## src/rtl/u8d_pkg.sv

```systemverilog
// ----------------------------------------------------------------------------
// u8d_pkg
// shared types and constants for the utf-8 to utf-32 decoder
// ----------------------------------------------------------------------------
package u8d_pkg;

    localparam int COUNT_BITS_DEF = 16;

    localparam int BYTE_W  = 8;
    localparam int LIMIT_W = 16;
    localparam int CODE_W  = 21;

    localparam int IN_TDATA_W  = 24;
    localparam int OUT_TDATA_W = 24;

    // lead and continuation byte payload masks
    localparam logic [7:0] ASCII_MASK   = 8'b0111_1111;
    localparam logic [7:0] LEAD2_MASK   = 8'b0001_1111;
    localparam logic [7:0] LEAD3_MASK   = 8'b0000_1111;
    localparam logic [7:0] LEAD4_MASK   = 8'b0000_0111;
    localparam logic [7:0] CONT_MASK    = 8'b0011_1111;
    // continuation tag test
    localparam logic [7:0] CONT_TAG_SEL = 8'b1100_0000;
    localparam logic [7:0] CONT_TAG     = 8'b1000_0000;

    typedef enum logic [1:0] {
        ST_CHAR     = 2'd0,
        ST_TERM     = 2'd1,
        ST_BAD_LEAD = 2'd2,
        ST_BAD_CONT = 2'd3
    } t_status;

    typedef struct packed {
        logic [LIMIT_W-1:0] char_limit;
        logic               start_of_string;
        logic [BYTE_W-1:0]  data_byte;
    } t_in_item;

    typedef struct packed {
        logic [CODE_W-1:0] code_point;
        t_status           status;
        logic              last;
    } t_result;

endpackage

```

## src/rtl/u8d_in_reg.sv

```systemverilog
// ----------------------------------------------------------------------------
// u8d_in_reg
// input register stage, holds one accepted byte for the decode stage
// ----------------------------------------------------------------------------
module u8d_in_reg (
    input  logic               i_clk,
    input  logic               i_rst_n,
    input  logic               i_valid,
    output logic               o_ready,
    input  u8d_pkg::t_in_item  i_item,
    input  logic               i_advance,
    output logic               o_valid,
    output u8d_pkg::t_in_item  o_item
);

    logic              r_valid;
    u8d_pkg::t_in_item r_item;

    assign o_ready = !r_valid || i_advance;
    assign o_valid = r_valid;
    assign o_item  = r_item;

    always_ff @(posedge i_clk) begin
        if (!i_rst_n) begin
            r_valid <= 1'b0;
        end else if (o_ready) begin
            r_valid <= i_valid;
        end
    end

    always_ff @(posedge i_clk) begin
        if (i_valid && o_ready) begin
            r_item <= i_item;
        end
    end

endmodule

```

## src/rtl/u8d_core.sv

```systemverilog
// ----------------------------------------------------------------------------
// u8d_core
// decode state and per-byte logic: sequence tracking, code point assembly,
// character count and string end
// ----------------------------------------------------------------------------
module u8d_core #(
    parameter int COUNT_BITS = u8d_pkg::COUNT_BITS_DEF
) (
    input  logic              i_clk,
    input  logic              i_rst_n,
    input  logic              i_valid,
    input  logic              i_advance,
    input  u8d_pkg::t_in_item i_item,
    output logic              o_res_valid,
    output u8d_pkg::t_result  o_res
);

    logic                          r_active;
    logic [1:0]                    r_left;
    logic [u8d_pkg::CODE_W-1:0]    r_part;
    logic [COUNT_BITS-1:0]         r_cnt;
    logic [COUNT_BITS-1:0]         r_lim;

    logic                          n_active;
    logic [1:0]                    n_left;
    logic [u8d_pkg::CODE_W-1:0]    n_part;
    logic [COUNT_BITS-1:0]         n_cnt;
    logic [COUNT_BITS-1:0]         n_lim;

    logic                          act_e;
    logic [1:0]                    left_e;
    logic [u8d_pkg::CODE_W-1:0]    part_e;
    logic [COUNT_BITS-1:0]         cnt_e;
    logic [COUNT_BITS-1:0]         lim_e;
    logic [COUNT_BITS-1:0]         cnt_inc;
    logic [u8d_pkg::CODE_W-1:0]    part_sh;
    logic [7:0]                    b;
    logic                          fire;

    assign fire    = i_valid && i_advance;
    assign b       = i_item.data_byte;
    assign cnt_inc = cnt_e + COUNT_BITS'(1);

    always_comb begin
        // a start drops any partial sequence and samples the limit
        if (i_item.start_of_string) begin
            lim_e  = COUNT_BITS'(i_item.char_limit);
            act_e  = (lim_e != '0);
            left_e = 2'd0;
            part_e = '0;
            cnt_e  = '0;
        end else begin
            lim_e  = r_lim;
            act_e  = r_active;
            left_e = r_left;
            part_e = r_part;
            cnt_e  = r_cnt;
        end
        part_sh = {part_e[u8d_pkg::CODE_W-7:0], b[5:0] & u8d_pkg::CONT_MASK[5:0]};

        n_active = act_e;
        n_left   = left_e;
        n_part   = part_e;
        n_cnt    = cnt_e;
        n_lim    = lim_e;

        o_res_valid      = 1'b0;
        o_res.code_point = '0;
        o_res.status     = u8d_pkg::ST_CHAR;
        o_res.last       = 1'b0;

        if (act_e) begin
            if (left_e == 2'd0) begin
                if (b == 8'h00) begin
                    o_res_valid  = 1'b1;
                    o_res.status = u8d_pkg::ST_TERM;
                    o_res.last   = 1'b1;
                    n_active     = 1'b0;
                end else if (b inside {[8'h01:8'h7F]}) begin
                    o_res_valid      = 1'b1;
                    o_res.code_point = u8d_pkg::CODE_W'(b & u8d_pkg::ASCII_MASK);
                    o_res.last       = (cnt_inc == lim_e);
                    n_cnt            = cnt_inc;
                    n_active         = !(cnt_inc == lim_e);
                end else if (b inside {[8'hC0:8'hDF]}) begin
                    n_left = 2'd1;
                    n_part = u8d_pkg::CODE_W'(b & u8d_pkg::LEAD2_MASK);
                end else if (b inside {[8'hE0:8'hEF]}) begin
                    n_left = 2'd2;
                    n_part = u8d_pkg::CODE_W'(b & u8d_pkg::LEAD3_MASK);
                end else if (b inside {[8'hF0:8'hF7]}) begin
                    n_left = 2'd3;
                    n_part = u8d_pkg::CODE_W'(b & u8d_pkg::LEAD4_MASK);
                end else begin
                    o_res_valid  = 1'b1;
                    o_res.status = u8d_pkg::ST_BAD_LEAD;
                    o_res.last   = 1'b1;
                    n_active     = 1'b0;
                end
            end else if ((b & u8d_pkg::CONT_TAG_SEL) != u8d_pkg::CONT_TAG) begin
                o_res_valid  = 1'b1;
                o_res.status = u8d_pkg::ST_BAD_CONT;
                o_res.last   = 1'b1;
                n_active     = 1'b0;
                n_left       = 2'd0;
                n_part       = '0;
            end else if (left_e == 2'd1) begin
                o_res_valid      = 1'b1;
                o_res.code_point = part_sh;
                o_res.last       = (cnt_inc == lim_e);
                n_cnt            = cnt_inc;
                n_active         = !(cnt_inc == lim_e);
                n_left           = 2'd0;
                n_part           = '0;
            end else begin
                n_left = left_e - 2'd1;
                n_part = part_sh;
            end
        end
    end

    always_ff @(posedge i_clk) begin
        if (!i_rst_n) begin
            r_active <= 1'b0;
            r_left   <= 2'd0;
            r_part   <= '0;
            r_cnt    <= '0;
            r_lim    <= '0;
        end else if (fire) begin
            r_active <= n_active;
            r_left   <= n_left;
            r_part   <= n_part;
            r_cnt    <= n_cnt;
            r_lim    <= n_lim;
        end
    end

    a_last_goes_idle: assert property (@(posedge i_clk) disable iff (!i_rst_n)
        fire && o_res_valid && o_res.last |=> !r_active)
        else $error("string still active after its last result");

    a_idle_no_seq: assert property (@(posedge i_clk) disable iff (!i_rst_n)
        !r_active |-> (r_left == 2'd0))
        else $error("sequence pending while idle");

    a_count_below_limit: assert property (@(posedge i_clk) disable iff (!i_rst_n)
        r_active |-> (r_cnt < r_lim))
        else $error("character count reached limit while active");

    a_end_code_zero: assert property (@(posedge i_clk) disable iff (!i_rst_n)
        fire && o_res_valid && (o_res.status != u8d_pkg::ST_CHAR)
        |-> (o_res.code_point == '0) && o_res.last)
        else $error("terminator or error with payload or without last");

endmodule

```

## src/rtl/u8d_out_reg.sv

```systemverilog
// ----------------------------------------------------------------------------
// u8d_out_reg
// result register stage, holds one result until the downstream transfer
// ----------------------------------------------------------------------------
module u8d_out_reg (
    input  logic             i_clk,
    input  logic             i_rst_n,
    input  logic             i_fire,
    input  logic             i_res_valid,
    input  u8d_pkg::t_result i_res,
    input  logic             i_ready,
    output logic             o_advance,
    output logic             o_valid,
    output u8d_pkg::t_result o_res
);

    logic             r_valid;
    u8d_pkg::t_result r_res;

    assign o_advance = !r_valid || i_ready;
    assign o_valid   = r_valid;
    assign o_res     = r_res;

    always_ff @(posedge i_clk) begin
        if (!i_rst_n) begin
            r_valid <= 1'b0;
        end else if (o_advance) begin
            r_valid <= i_fire && i_res_valid;
        end
    end

    always_ff @(posedge i_clk) begin
        if (o_advance && i_fire && i_res_valid) begin
            r_res <= i_res;
        end
    end

endmodule

```

## src/rtl/utf8_to_utf32_decoder.sv

```systemverilog
// the byte that completes a result is held in the input register, decoded combinationally, and
// its result is registered in the result register; a stalled output can hold either register
// throughput: one byte per cycle while the output is not stalled, zero or one result per byte
// an input register and a result register part the sides, so a stalled result blocks input
// only once both registers are full
// reset: synchronous active-low i_rst_n clears both stages and the decode state (idle)
// ----------------------------------------------------------------------------
// utf8_to_utf32_decoder
// streaming utf-8 byte decoder producing 21-bit code points with status
// ----------------------------------------------------------------------------
module utf8_to_utf32_decoder #(
    parameter int COUNT_BITS = u8d_pkg::COUNT_BITS_DEF
) (
    input  logic                              i_clk,
    input  logic                              i_rst_n,
    input  logic                              s_axis_tvalid,
    output logic                              s_axis_tready,
    input  logic [u8d_pkg::IN_TDATA_W-1:0]    s_axis_tdata,  // data_byte, char_limit
    input  logic                              s_axis_tuser,  // start_of_string
    output logic                              m_axis_tvalid,
    input  logic                              m_axis_tready,
    output logic [u8d_pkg::OUT_TDATA_W-1:0]   m_axis_tdata,  // code_point, zero pad
    output logic [1:0]                        m_axis_tuser,  // status
    output logic                              m_axis_tlast
);

    u8d_pkg::t_in_item in_item;
    u8d_pkg::t_in_item q_item;
    u8d_pkg::t_result  res;
    u8d_pkg::t_result  out_res;
    logic              q_valid;
    logic              advance;
    logic              res_valid;

    assign in_item.data_byte       = s_axis_tdata[7:0];
    assign in_item.char_limit      = s_axis_tdata[23:8];
    assign in_item.start_of_string = s_axis_tuser;

    u8d_in_reg u_in (
        .i_clk     (i_clk),
        .i_rst_n   (i_rst_n),
        .i_valid   (s_axis_tvalid),
        .o_ready   (s_axis_tready),
        .i_item    (in_item),
        .i_advance (advance),
        .o_valid   (q_valid),
        .o_item    (q_item)
    );

    u8d_core #(
        .COUNT_BITS (COUNT_BITS)
    ) u_core (
        .i_clk       (i_clk),
        .i_rst_n     (i_rst_n),
        .i_valid     (q_valid),
        .i_advance   (advance),
        .i_item      (q_item),
        .o_res_valid (res_valid),
        .o_res       (res)
    );

    u8d_out_reg u_out (
        .i_clk       (i_clk),
        .i_rst_n     (i_rst_n),
        .i_fire      (q_valid),
        .i_res_valid (res_valid),
        .i_res       (res),
        .i_ready     (m_axis_tready),
        .o_advance   (advance),
        .o_valid     (m_axis_tvalid),
        .o_res       (out_res)
    );

    assign m_axis_tdata = {{(u8d_pkg::OUT_TDATA_W-u8d_pkg::CODE_W){1'b0}}, out_res.code_point};
    assign m_axis_tuser = out_res.status;
    assign m_axis_tlast = out_res.last;

endmodule

```

## config.mk

```make
export PLATFORM = sky130hd
export DESIGN_NAME = utf8_to_utf32_decoder
export DESIGN_NICKNAME = d
export VERILOG_FILES = /design/src/rtl/u8d_pkg.sv /design/src/rtl/u8d_in_reg.sv /design/src/rtl/u8d_core.sv /design/src/rtl/u8d_out_reg.sv /design/src/rtl/utf8_to_utf32_decoder.sv
export SDC_FILE = /design/constraint.sdc
export NUM_CORES = 1
export LEC_CHECK = 0
export ABC_AREA = 1
export BUFFER_PORTS_ARGS = -buffer_cell sky130_fd_sc_hd__buf_4
export CAP_MARGIN = 20
export CORE_MARGIN = 4
export CORE_UTILIZATION = 50
export CTS_BUF_LIST = sky130_fd_sc_hd__clkbuf_4 sky130_fd_sc_hd__clkbuf_8
export DETAILED_ROUTE_END_ITERATION = 8
export PLACE_DENSITY = 0.76
export SLEW_MARGIN = 15
export SYNTH_ARGS = -nofsm -noshare
export SYNTH_HDL_FRONTEND = slang
export SYNTH_HIERARCHICAL = 1
export SYNTH_SLANG_ARGS = --single-unit
```

## constraint.sdc

```tcl
create_clock -name i_clk -period 8.1 [get_ports i_clk]
set_clock_uncertainty 0.15 [all_clocks]
set_input_delay 0.81 -clock i_clk [delete_from_list [all_inputs] [get_ports i_clk]]
set_output_delay 0.81 -clock i_clk [all_outputs]
set_load 0.05 [all_outputs]
```

==> flow_metrics.env, run 1 <==
export IMPL_drt_total_wl_um=12900
export IMPL_stdcell_count=873
export IMPL_ff_latch_area_um2=2510
export IMPL_io_pins=58
export IMPL_syn2layout_area_growth_pct=12.8
export IMPL_cts_buffer_depth=2
export IMPL_dp_cells=857
export IMPL_r2r_slack_ns=4.23
export IMPL_holdCritStartpoint="u_core/r_lim[14]"
export IMPL_start_util_pct=51.2
export IMPL_die_area_um2=12200
export IMPL_drv_slew=0
export IMPL_cts_clk_slew_worst_paths_ns=0.09
export IMPL_synthArstFlopShare_pct=0
export IMPL_power_density_nw_per_um2=175
export IMPL_setup_viol=0
export IMPL_worstSkewPairLatency_ns=0.38
export IMPL_slowest_stage="inv_2"
export IMPL_fin_crit_sh_pct=47.7
export IMPL_dr_first_iter_drc_count=442
export IMPL_netlist_instances=690
export IMPL_cp_max_fo=52
export IMPL_cts_resized=0
export IMPL_place_ws_ns=4.27
export IMPL_required_ns=8.22
export IMPL_leakage_nw=2.50
export IMPL_timing_final_hold_violations=0
export IMPL_cts_setup_buffers=0
export IMPL_place_congestion=0.976
export IMPL_antenna_cells=0
export IMPL_synth_ff_type="dfxtp_1"
export IMPL_synthDistinctLibCells=39
export IMPL_multiInputGateArea_um2=2270
export IMPL_post_route_drc_count=0
export IMPL_worstSetupStartpointType="flop"
export IMPL_track_usage_pct=21.4
export IMPL_fin_nets=764
export IMPL_first_pass_iters=5
export IMPL_cap_violations=0
export IMPL_rsz0062_at_grt="no"
export IMPL_synth_edf_count=49
export IMPL_slowest_delay_ns=0.65
export IMPL_cp_arrival_ns=3.99
export IMPL_grt_antenna_before_repair=0
export IMPL_dp_hpwl_um=9100
export IMPL_period_needed_ns=3.87
export IMPL_ys_ff_latch=101
export IMPL_syn_area_per_cell_um2=7.63
export IMPL_coreArea_um2=10300
export IMPL_clock_sinks=101
export IMPL_worst_slew_pin_slew_ns=0.884
export IMPL_die_w_um=111
export IMPL_grt_pass1_vias=4599
export IMPL_fp_row_count=37
export IMPL_cts_root_buf="clkbuf_8"
export IMPL_ys_seq_area_share_pct=47.7
export IMPL_fillCellCount=933
export IMPL_min_path_type="flop to flop"
export IMPL_numCtsBuffers=9
export IMPL_htree_levels=3
export IMPL_whs_endpoint="u_core/r_lim[14]"
export IMPL_die_h_um=111
export IMPL_stdcell_area_um2=5940
export IMPL_wl_per_cell_um=14.8
export IMPL_antenna_left=0
export IMPL_ys_warnings_count=6
export IMPL_routed_via_density=5.57
export IMPL_maxClockFrequency_ghz=0.259
export IMPL_final_setup_worst_slack_ns=4.23
export IMPL_cts_tree="done"
export IMPL_holdPathStages=2
export IMPL_cp_end_kind="flop"
export IMPL_overflow=0
export IMPL_grt_max_degree=60
export IMPL_crit_path_frequent_cell="inv_2"
export IMPL_hold_buffers=0
export IMPL_detailroute_via_count=4862
export IMPL_portBuffers=54
export IMPL_max_slew_margin_pct=40.7
export IMPL_vdd_drop_max_uv=133
export IMPL_reg2reg_to="u_core/r_cnt[0]"
export IMPL_worstRegToRegCells=11
export IMPL_synthesis_area_um2=5270
export IMPL_critical_path_class="flop to flop"
export IMPL_grt_pass1_wl_um=21500
export IMPL_drive_above_1_share_pct=14.0
export IMPL_place_area_um2=5740
export IMPL_path_cells="buf_4 > inv_2 > nand2_1 > ha_1 > nor2_4 > nand3_2 > nand2_2 > inv_2 > nor2_1 > a21oi_1 > a211oi_1"
export IMPL_status="completed"
export IMPL_setup_tns_ns=0
export IMPL_r2r_start="u_in/o_item[8]"
-- cell usage after synthesis (2+ instances only) --
cell type    n  area share, %
nand4_1      8           0.95
nand3_1     52            4.9
inv_2        9           0.64
o22ai_1      3           0.36
buf_6        2           0.43
buf_2        5           0.48
o211ai_1    11            1.6
a31oi_1      8           0.95
a22oi_1      3           0.43
o21ai_1      5           0.48
nor2_2       3           0.36
nand2_1    169             12
a211oi_1     4           0.57
a21oi_2      2           0.33
nand2_2      3           0.36
ha_1         3           0.71
buf_4        6           0.86
inv_1       80            5.7
o21ai_0     54            5.1
dfxtp_1     52             20
edfxtp_1    49             28
nor2_4       4           0.86
nor3_1       5           0.48
nand3_2      2           0.38
nor2_1      62            4.4
clkbuf_1    14            1.0
a21oi_1     54            5.1
o221ai_1     5           0.83
buf_1        3           0.21
-- critical path, delay by kind of cell, from the launching register on --
family	cells	cell delay, ns
AO/OA/AOI/OAI	2	0.22
adder cells (fa/ha/maj)	1	0.40
buffers and inverters	3	1.16
flip-flops	1	0.37
AND/OR/NAND/NOR	5	1.45
-- worst max path at each step --
stage | cells after the start | from | endpoint | slack, ns
after floorplan | 13 | u_in/o_item[8] | u_out/o_res[0] | 4.67
after global routing | 11 | u_in/o_item[8] | u_core/r_cnt[6] | 3.88
after CTS | 11 | u_in/o_item[8] | u_core/r_cnt[0] | 4.27
final | 11 | u_in/o_item[8] | u_core/r_cnt[0] | 4.23
after global placement | 12 | u_in/o_item[8] | u_out/o_res[7] | 4.32
after detailed placement | 11 | u_in/o_item[8] | u_core/r_cnt[0] | 4.27
-- flip-flops by register name, indices dropped and copies added, names as in the netlist --
signal / count
u_in/o_item: 25
u_out/o_res: 24
u_core/r_cnt: 16
u_core/r_lim: 16
u_core/r_part: 15
u_core/r_left: 2
u_core/r_active: 1
u_in/o_valid: 1
u_out/o_valid: 1
-- layer usage --
metal	GRT usage [%]	vias to the layer above	routed length, um	part of all wire, %
li1	-	2379	-	-
met1	25.7	2246	5150	40
met2	36.3	207	6400	50
met3	4.38	30	967	7.5
met4	10.7	0	400	3.1
met5	0	-	0	0
-- power by group --
group / internal [W] / switching [W]
registers: 0.000559 / 0.0000134
logic: 0.0000442 / 0.0000972
clock network: 0.000151 / 0.000173
-- per-stage QoR --
stage / hold WS, ns / util [%] / total power (W)
floorplan: 0.270 / - / 0.000683
global placement: 0.285 / 55.8 / 0.000719
detailed placement: 0.296 / 55.9 / 0.000724
CTS: 0.311 / 57.8 / 0.00105
global route: 0.338 / 57.8 / 0.00109
finish: 0.304 / 57.8 / 0.00104
-- cells by family after synthesis --
family,share of synthesized area [%]
AND/OR/NAND/NOR,25.4
adder cells (fa/ha/maj),0.713
buffers and inverters,9.38
XOR/XNOR,0.618
AO/OA/AOI/OAI,16.1
other,0.0712
flip-flops,47.7
-- placed cells by master (no fill, tap or decap), drive strengths merged, types with 2 or more instances in the layout --
cell type and n:
clkinv 3, nor2 69, or2 2, nand4 8, a21oi 56, buf 59, o221ai 5, o22ai 3
edfxtp 49, o211ai 11, clkbuf 11, conb 3, a22oi 3, nor3 5, nand2 172, dfxtp 52
a31oi 8, o21ai 60, inv 90, ha 3, a211oi 4, nand3 54
-- cell type report --
cell class / instances / area share, %
Sequential cell: 101 / 42.3
Multi-Input combinational cell: 471 / 38.3
Timing Repair Buffer: 59 / 7.52
Inverter: 90 / 5.69
Tap cell: 136 / 2.86
Clock buffer: 11 / 2.34
Clock inverter: 5 / 1.01
(Power assumes the default switching activity.)
==> inputs of run 2 (changes only) <==
clock period = 4.01 ns   (was 8.1 ns; I/O delays follow)
==> run 2 against run 1 <==
Sequential power is 100% higher. Largest power group unchanged. Largest cell class unchanged. Highest routed layer unchanged. Clock power is 85% higher. Sequential share of layout area barely moved.
==> flow_metrics.env, run 2 (synthesized netlist as in run 1, its figures left out) <==
export IMPL_vdd_drop_max_uv=257
export IMPL_leakage_nw=2.49
export IMPL_layout_commonest_cell="nand2_1"
export IMPL_drv_slew=0
export IMPL_die_w_um=111
export IMPL_cp_arrival_ns=3.27
export IMPL_fin_crit_sh_pct=80.1
export IMPL_overflow=0
export IMPL_clock_sinks=101
export IMPL_antenna_left=0
export IMPL_dp_hpwl_um=9100
export IMPL_hold_buffers=0
export IMPL_cp_end_kind="flop"
export IMPL_maxClockFrequency_ghz=0.312
export IMPL_post_route_drc_count=0
export IMPL_grt_antenna_before_repair=0
export IMPL_largest_reg_flops=25
export IMPL_slowest_stage="edfxtp_1"
export IMPL_path_cells="inv_2 > or2_1 > nor2_1 > nand3_1 > o21ai_2 > inv_2 > nand3_2 > nand2_2 > inv_2 > nor2_1 > a21oi_1 > a211oi_1"
export IMPL_status="completed"
export IMPL_period_needed_ns=3.21
export IMPL_power_density_nw_per_um2=345
export IMPL_fillCellCount=953
export IMPL_max_slew_margin_pct=39.5
export IMPL_cts_clk_slew_worst_paths_ns=0.09
export IMPL_cp_max_fo=21
export IMPL_cts_root_buf="clkbuf_8"
export IMPL_drive_above_1_share_pct=14.1
export IMPL_start_util_pct=51.2
export IMPL_track_usage_pct=20.9
export IMPL_critical_path_class="flop to flop"
export IMPL_worstSkewPairLatency_ns=0.36
export IMPL_worstSetupStartpointType="flop"
export IMPL_portBuffers=54
export IMPL_cts_setup_buffers=0
export IMPL_place_congestion=0.902
export IMPL_min_path_type="input port to flop"
export IMPL_detailroute_via_count=4754
export IMPL_die_h_um=111
export IMPL_worst_slew_pin_slew_ns=0.901
export IMPL_cts_tree="done"
export IMPL_syn2layout_area_growth_pct=12.7
export IMPL_timing_final_hold_violations=0
export IMPL_holdWs_ns=0.0641
export IMPL_routed_via_density=5.44
export IMPL_grt_pass1_vias=4573
export IMPL_numCtsBuffers=9
export IMPL_io_pins=58
export IMPL_mostFrequentLayoutCells="169 x nand2_1, 80 x inv_1, 62 x nor2_1"
export IMPL_cts_resized=0
export IMPL_drt_total_wl_um=12900
export IMPL_required_ns=4.07
export IMPL_antenna_cells=0
export IMPL_fp_row_count=37
export IMPL_cts_buffer_depth=2
export IMPL_grt_pass1_wl_um=21200
export IMPL_die_area_um2=12200
export IMPL_setup_tns_ns=0
export IMPL_cp_num_buf_inv=3
export IMPL_dr_first_iter_drc_count=288
export IMPL_rsz0062_at_grt="no"
export IMPL_htree_levels=3
export IMPL_grt_max_degree=45
export IMPL_fin_nets=765
export IMPL_slowest_delay_ns=0.52
export IMPL_first_pass_iters=5
export IMPL_crit_path_frequent_cell="inv_2"
export IMPL_cap_violations=0
export IMPL_coreArea_um2=10300
export IMPL_wl_per_cell_um=14.7
export IMPL_crit_family="simple AND/OR/NAND/NOR gates"
export IMPL_setup_viol=0
==> run 2: cell count changes in the layout (fill, tap and decap cells not counted) <==
cell        change
inv_6           -1
clkinv_2        -1
buf_6           -1
buf_12          +1
clkinvlp_4      +1
bufinv_16       -1
clkbuf_4        +2
buf_4           +1
==> run 2: report_power, final <==
| part | switching, W | total, W | internal, W |
|---|---|---|---|
| clock network | 0.000345 | 0.000601 | 0.000256 |
| logic | 0.000196 | 0.000287 | 0.0000912 |
| registers | 0.0000273 | 0.00116 | 0.00113 |
| total | 0.000569 | 0.00205 | 0.00148 |
==> run 2: metal layers <==
layer | GRT usage (%) | share of wire, % | up-vias
met4 | 9.93 | 3.4 | 0
met5 | 0 | 0 | -
met1 | 24.5 | 41 | 2155
li1 | - | - | 2378
met3 | 5.15 | 6.3 | 38
met2 | 36.0 | 49 | 183
==> run 2: worst register-to-register path, cell delays in order, from the launching register on <==
cell and delay [ns]:
edfxtp_1 0.52, inv_2 0.16, or2_1 0.26, nor2_1 0.10, nand3_1 0.11, o21ai_2 0.24, inv_2 0.19, nand3_2 0.32
nand2_2 0.35, inv_2 0.37, nor2_1 0.10, a21oi_1 0.14, a211oi_1 0.05
==> run 2: per-stage QoR <==
| stage | cells | cell area (um^2) | total power (W) | utilization [%] | worst slack [ns] |
|---|---|---|---|---|---|
| after floorplan | 692 | 5270 | 0.00138 | - | 0.578 |
| after detailed placement | 858 | 5760 | 0.00147 | 56.0 | 0.823 |
| after CTS | 874 | 5940 | 0.00206 | 57.8 | 0.805 |
| after global placement | 858 | 5760 | 0.00146 | 56.0 | 0.873 |
| after global routing | 874 | 5940 | 0.00215 | 57.8 | 0.429 |
| final | 874 | 5940 | 0.00205 | 57.8 | 0.800 |
==> run 2: final timing paths <==
path	start	to	slack, ns	depth (start not counted)
worst max-delay path	u_in/o_item[8]	u_core/r_cnt[0]	0.80	12
worst max register to register	u_in/o_item[8]	u_core/r_cnt[0]	0.80	12
worst min-delay path	s_axis_tdata[12]	u_in/o_item[13]	0.06	1
worst min register to register	u_core/r_lim[12]	u_core/r_lim[12]	0.30	2
==> run 2: cell type report <==
class / count / area [um^2] / area share [%]
clock inverters: 3 / 23.8 / 0.401
repair buffers: 60 / 463 / 7.80
flip-flops and latches: 101 / 2510 / 42.3
multi-input cells: 471 / 2270 / 38.3
clock buffers: 13 / 154 / 2.59
inverters: 90 / 338 / 5.69
well taps: 136 / 170 / 2.87
